==> src/hdl/sssp_pkg.sv <==
// shared types, constants and codes for the shortest path core
package sssp_pkg;

  localparam int MAX_NODES_DEF   = 32;
  localparam int WEIGHT_BITS_DEF = 16;

  localparam int NODE_W      = 5;
  localparam int WEIGHT_IN_W = 16;
  localparam int OUT_DIST_W  = 21;
  localparam int CFG_W       = 6;

  localparam logic [CFG_W-1:0] NODE_COUNT_RST = CFG_W'(32);

  typedef enum logic [0:0] {
    OP_WRITE = 1'b0,
    OP_RUN   = 1'b1
  } opcode_t;

  typedef struct packed {
    opcode_t                  opcode;
    logic [NODE_W-1:0]        from_node;
    logic [NODE_W-1:0]        to_node;
    logic [WEIGHT_IN_W-1:0]   edge_weight;
    logic                     edge_present;
    logic [NODE_W-1:0]        source_node;
  } in_item_t;

  typedef struct packed {
    logic [NODE_W-1:0]     node_id;
    logic [OUT_DIST_W-1:0] distance;
    logic                  reachable;
    logic [NODE_W-1:0]     predecessor;
    logic                  last_result;
  } out_item_t;

  typedef enum logic [3:0] {
    ST_CLEAR,
    ST_IDLE,
    ST_SCAN_RD,
    ST_SCAN_CMP,
    ST_PICK,
    ST_RLX_RD,
    ST_RLX_CMP,
    ST_OUT_RD,
    ST_OUT_EMIT
  } ctl_state_t;

  typedef struct packed {
    logic clear_wr;
    logic write_edge;
    logic run_init;
    logic scan_cmp;
    logic pick;
    logic relax_cmp;
    logic out_emit;
  } dp_cmd_t;

  typedef struct packed {
    logic clear_done;
    logic src_ok;
    logic found;
    logic idx_last;
  } dp_sts_t;

endpackage

==> src/hdl/sssp_ctrl.sv <==
// sequencing state machine: clear pass, scan, pick, relax and result output
module sssp_ctrl (
  input  logic              clk,
  input  logic              rst_n,
  input  logic              start,
  input  sssp_pkg::opcode_t opcode,
  input  sssp_pkg::dp_sts_t sts,
  output sssp_pkg::dp_cmd_t cmd,
  output logic              busy
);

  sssp_pkg::ctl_state_t state_r, state_nxt;

  always_ff @(posedge clk) begin
    if (!rst_n) begin
      state_r <= sssp_pkg::ST_CLEAR;
    end else begin
      state_r <= state_nxt;
    end
  end

  always_comb begin
    state_nxt = state_r;
    case (state_r)
      sssp_pkg::ST_CLEAR: begin
        if (sts.clear_done) state_nxt = sssp_pkg::ST_IDLE;
      end
      sssp_pkg::ST_IDLE: begin
        if (start && opcode == sssp_pkg::OP_RUN) begin
          state_nxt = sts.src_ok ? sssp_pkg::ST_SCAN_RD : sssp_pkg::ST_OUT_RD;
        end
      end
      sssp_pkg::ST_SCAN_RD:  state_nxt = sssp_pkg::ST_SCAN_CMP;
      sssp_pkg::ST_SCAN_CMP: begin
        state_nxt = sts.idx_last ? sssp_pkg::ST_PICK : sssp_pkg::ST_SCAN_RD;
      end
      sssp_pkg::ST_PICK: begin
        state_nxt = sts.found ? sssp_pkg::ST_RLX_RD : sssp_pkg::ST_OUT_RD;
      end
      sssp_pkg::ST_RLX_RD:   state_nxt = sssp_pkg::ST_RLX_CMP;
      sssp_pkg::ST_RLX_CMP: begin
        state_nxt = sts.idx_last ? sssp_pkg::ST_SCAN_RD : sssp_pkg::ST_RLX_RD;
      end
      sssp_pkg::ST_OUT_RD:   state_nxt = sssp_pkg::ST_OUT_EMIT;
      sssp_pkg::ST_OUT_EMIT: begin
        state_nxt = sts.idx_last ? sssp_pkg::ST_IDLE : sssp_pkg::ST_OUT_RD;
      end
      default: state_nxt = sssp_pkg::ST_CLEAR;
    endcase
  end

  always_comb begin
    cmd  = '0;
    busy = (state_r != sssp_pkg::ST_IDLE);
    case (state_r)
      sssp_pkg::ST_CLEAR:    cmd.clear_wr = 1'b1;
      sssp_pkg::ST_IDLE: begin
        cmd.write_edge = start && (opcode == sssp_pkg::OP_WRITE);
        cmd.run_init   = start && (opcode == sssp_pkg::OP_RUN);
      end
      sssp_pkg::ST_SCAN_CMP: cmd.scan_cmp  = 1'b1;
      sssp_pkg::ST_PICK:     cmd.pick      = 1'b1;
      sssp_pkg::ST_RLX_CMP:  cmd.relax_cmp = 1'b1;
      sssp_pkg::ST_OUT_EMIT: cmd.out_emit  = 1'b1;
      default: cmd = '0;
    endcase
  end

endmodule

==> config.mk <==
export PLATFORM = sky130hd
export DESIGN_NAME = sssp_ctrl
export DESIGN_NICKNAME = d
export VERILOG_FILES = /design/src/hdl/sssp_pkg.sv /design/src/hdl/sssp_ctrl.sv
export SDC_FILE = /design/constraint.sdc
export NUM_CORES = 1
export LEC_CHECK = 0
export ABC_AREA = 1
export BUFFER_PORTS_ARGS = -buffer_cell sky130_fd_sc_hd__buf_2
export CAP_MARGIN = 5
export CORE_AREA = 2 2 39 41
export DETAILED_ROUTE_END_ITERATION = 10
export DIE_AREA = 0 0 41 43
export HOLD_SLACK_MARGIN = 0.05
export PLACE_DENSITY = 0.53
export SYNTH_ARGS = -nofsm -noshare
export SYNTH_HDL_FRONTEND = slang
export SYNTH_SLANG_ARGS = --single-unit
==> constraint.sdc <==
create_clock -name clk -period 1.8 [get_ports clk]
set_input_delay 0.18 -clock clk [delete_from_list [all_inputs] [get_ports clk]]
set_output_delay 0.18 -clock clk [all_outputs]
set_load 0.005 [all_outputs]
==> summary.txt <==
CTS
  – H-tree levels: 1
  – CTS tree: done
  – Num CTS Buffers: 3
  – Clk buf depth: 2
  – Worst skew pair latency: roughly 0.23 ns
  – Hold_buf cts: 0
  – CTS sink cnt: 4
  – Post-CTS Resized: 0
  – Post-CTS setup buffer count: 0
  – Clock slew at reported path FFs: approximately 0.04 ns
  – Root Driver: clkbuf_4

Routing
  – Vias/cell: 4.59
  – Drt drc: 0
  – DR vias: 464
  – First-pass detailed-route iteration total: 6
  – WL final: about 890 um
  – 1st-iter DRT viols: 21
  – Antenna Nets Post-Route: 0
  – Avg WL per Cell: about 9 um

Global route
  – First-pass GRT wire length: about 1.6 mm
  – Global route overflow: 0
  – Routing usage on met1: 0.189
  – Met3 usage: 0.0471
  – Pin count of the biggest net entering global routing: 10
  – Top Usage Layer GRT: met1
  – Total Routing Usage GR: 0.127
  – Initial antenna violation count: 0
  – Met2 Use GR: 0.166
  – Number of global-route vias before repair: about 390

Floorplan
  – Effective utilization at floorplan: 0.260
  – Chip Width: roughly 41 um
  – Die area: between 1500 and 2000 um2
  – FP Rows: 14
  – Die Span Y: approximately 43 um
  – Core area: 1380 um2
  – IO Count: 16

Yosys
  – Total of warnings raised by yosys: 0
  – Cell variety after synth: 15
  – Syn Nets: 75
  – Area leader, netlist: nand2_1
  – Post-synth top area share: 0.229
  – Seq cells post-synth: 4
  – Synth area leaders: nand2_1 (23%), dfxtp_1 (22%), nor2_1 (11%), inv_1 (9.4%), nand3_1 (5.6%)
  – Avg Cell Area, Syn: between 5 and 6 um2
  – Cells after Synth: 67
  – Syn Std Cell Area: ~360 um2
  – Seq/Total Area, Yosys: 0.222

Layout
  – Biggest regs: state_r x4
  – Ratio of cells with drive above 1 in the final layout: 0.318
  – ANT cells: 0
  – Area delta synth->final: 32.6%
  – Nets@finish: 95
  – Max reg flops: 4
  – Largest Register: state_r
  – Final instance area: 478 um2

Critical path
  – Worst Setup SP: state_r[3]
  – Crit Reg-Reg Startpoint: state_r[3]
  – CP Capture Type: output pin
  – Setup CP Type: register to output pin
  – CP Launch Type: register
  – Reg2reg setup slack: 0.59 ns
  – Worst path required time: ~1.6 ns
  – Worst Path Arrival: roughly 1.4 ns
  – Largest fanout on the critical path: 9

Timing
  – Max-slew headroom: 0.776
  – Setup violators final: 0
  – Fmax: 650 MHz
  – Sum Neg Setup Slack: 0 ns
  – Final hold violation count: 0
  – Tcrit/Tclk final: 0.854
  – Max Slew Vio Count: 0
  – Minimum clock period: between 1.5 and 2 ns
  – Clk_skew: about 0.0021 ns
  – Worst Max-Slew Pin Slew: about 0.34 ns
  – Unrepaired setup endpoints after global routing: false

Place
  – Final HPWL from detailed placement: around 710 um
  – Placed cell area: ~460 um2
  – Gpl congestion: 0.759
  – Port Buffers: 15

Power
  – Pwr/cell area: 1390 nW/um2
  – VDD IR max: 0.000567 V
  – P_leak: between 0.0002 and 0.0003 uW

Min path
  – Hold WC Path Type: input pin to register
  – Min-Delay Startpoint: rst_n

Run status
  – Status: completed

Job
  – Max Cap Viol: 0
[per-stage QoR]
| step | cells | hold slack [ns] | setup WS (ns) | total power, uW | utilization |
|---|---|---|---|---|---|
| final | 101 | 0.230 | 0.262 | 666 | 0.345 |
| after global routing | 101 | 0.243 | 0.106 | 753 | 0.345 |
| after CTS | 101 | 0.227 | 0.258 | 669 | 0.345 |
| after detailed placement | 98 | 0.468 | 0.507 | 556 | 0.329 |
| after global placement | 98 | 0.463 | 0.549 | 556 | 0.329 |
| after floorplan | 67 | 0.352 | 0.679 | 448 | - |
[cell type report]
type | count | area (um2)
Sequential cell | 4 | 80.1
Inverter | 12 | 45.0
Multi-Input combinational cell | 51 | 235
Clock buffer | 3 | 22.5
Tap cell | 16 | 20.0
Timing Repair Buffer | 15 | 75.1
Fill cell | 155 | 906
[worst paths after layout]
path / to / depth (start not counted)
setup / recovery: cmd[5] / 4
hold reg to reg: state_r[3] / 2
setup reg to reg: state_r[0] / 6
hold / removal: state_r[0] / 3
[metal layers]
metal / share of wire / vias to the layer above
met5: 0 / -
met4: 0 / 0
met3: 0.074 / 0
met2: 0.42 / 19
met1: 0.51 / 202
li1: - / 243
[synthesized netlist by cell type]
| cell type | instances |
|---|---|
| nor4_1 | 1 |
| nor3b_1 | 1 |
| o21ai_1 | 1 |
| nand2_2 | 2 |
| nor2_4 | 1 |
| nand4_1 | 2 |
| a21oi_2 | 1 |
| nor2_1 | 11 |
| dfxtp_1 | 4 |
| nand2_1 | 22 |
| nor3_1 | 3 |
| nor2_2 | 2 |
| inv_2 | 3 |
| nand3_1 | 4 |
| inv_1 | 9 |
[report_power, final]
group | leakage, uW | internal [uW] | switching (uW)
clock network | 0.0000138 | 74.6 | 36.3
registers | 0.0000327 | 114 | 42.6
logic | 0.000232 | 146 | 253
total | 0.000278 | 334 | 332
[placed cells by master, fill, tap and decap left out]
| master | instances |
|---|---|
| inv_2 | 3 |
| nor3_1 | 3 |
| a21oi_2 | 1 |
| nor4_1 | 1 |
| nand2_1 | 22 |
| o21ai_1 | 1 |
| clkbuf_4 | 3 |
| inv_1 | 9 |
| nor2_4 | 1 |
| nand3_1 | 4 |
| nor3b_1 | 1 |
| nand2_2 | 2 |
| nor2_2 | 2 |
| dfxtp_1 | 4 |
| buf_2 | 15 |
| nand4_1 | 2 |
| nor2_1 | 11 |
[worst max-delay path: stages (launching register included)]
cell	delay (ns)
dfxtp_1	0.33
nor2_2	0.31
nand2_1	0.17
nor3b_1	0.18
buf_2	0.13
[cells by family (layout without fill, tap and decap cells)]
logic type | Yosys count | in the layout | synth area share
DFF | 4 | 4 | 0.222
AOI/OAI and AO/OA | 2 | 2 | 0.0382
and+or+nand+nor | 49 | 49 | 0.615
buffers and inverters | 12 | 30 | 0.125
(Power assumes the default switching activity.)
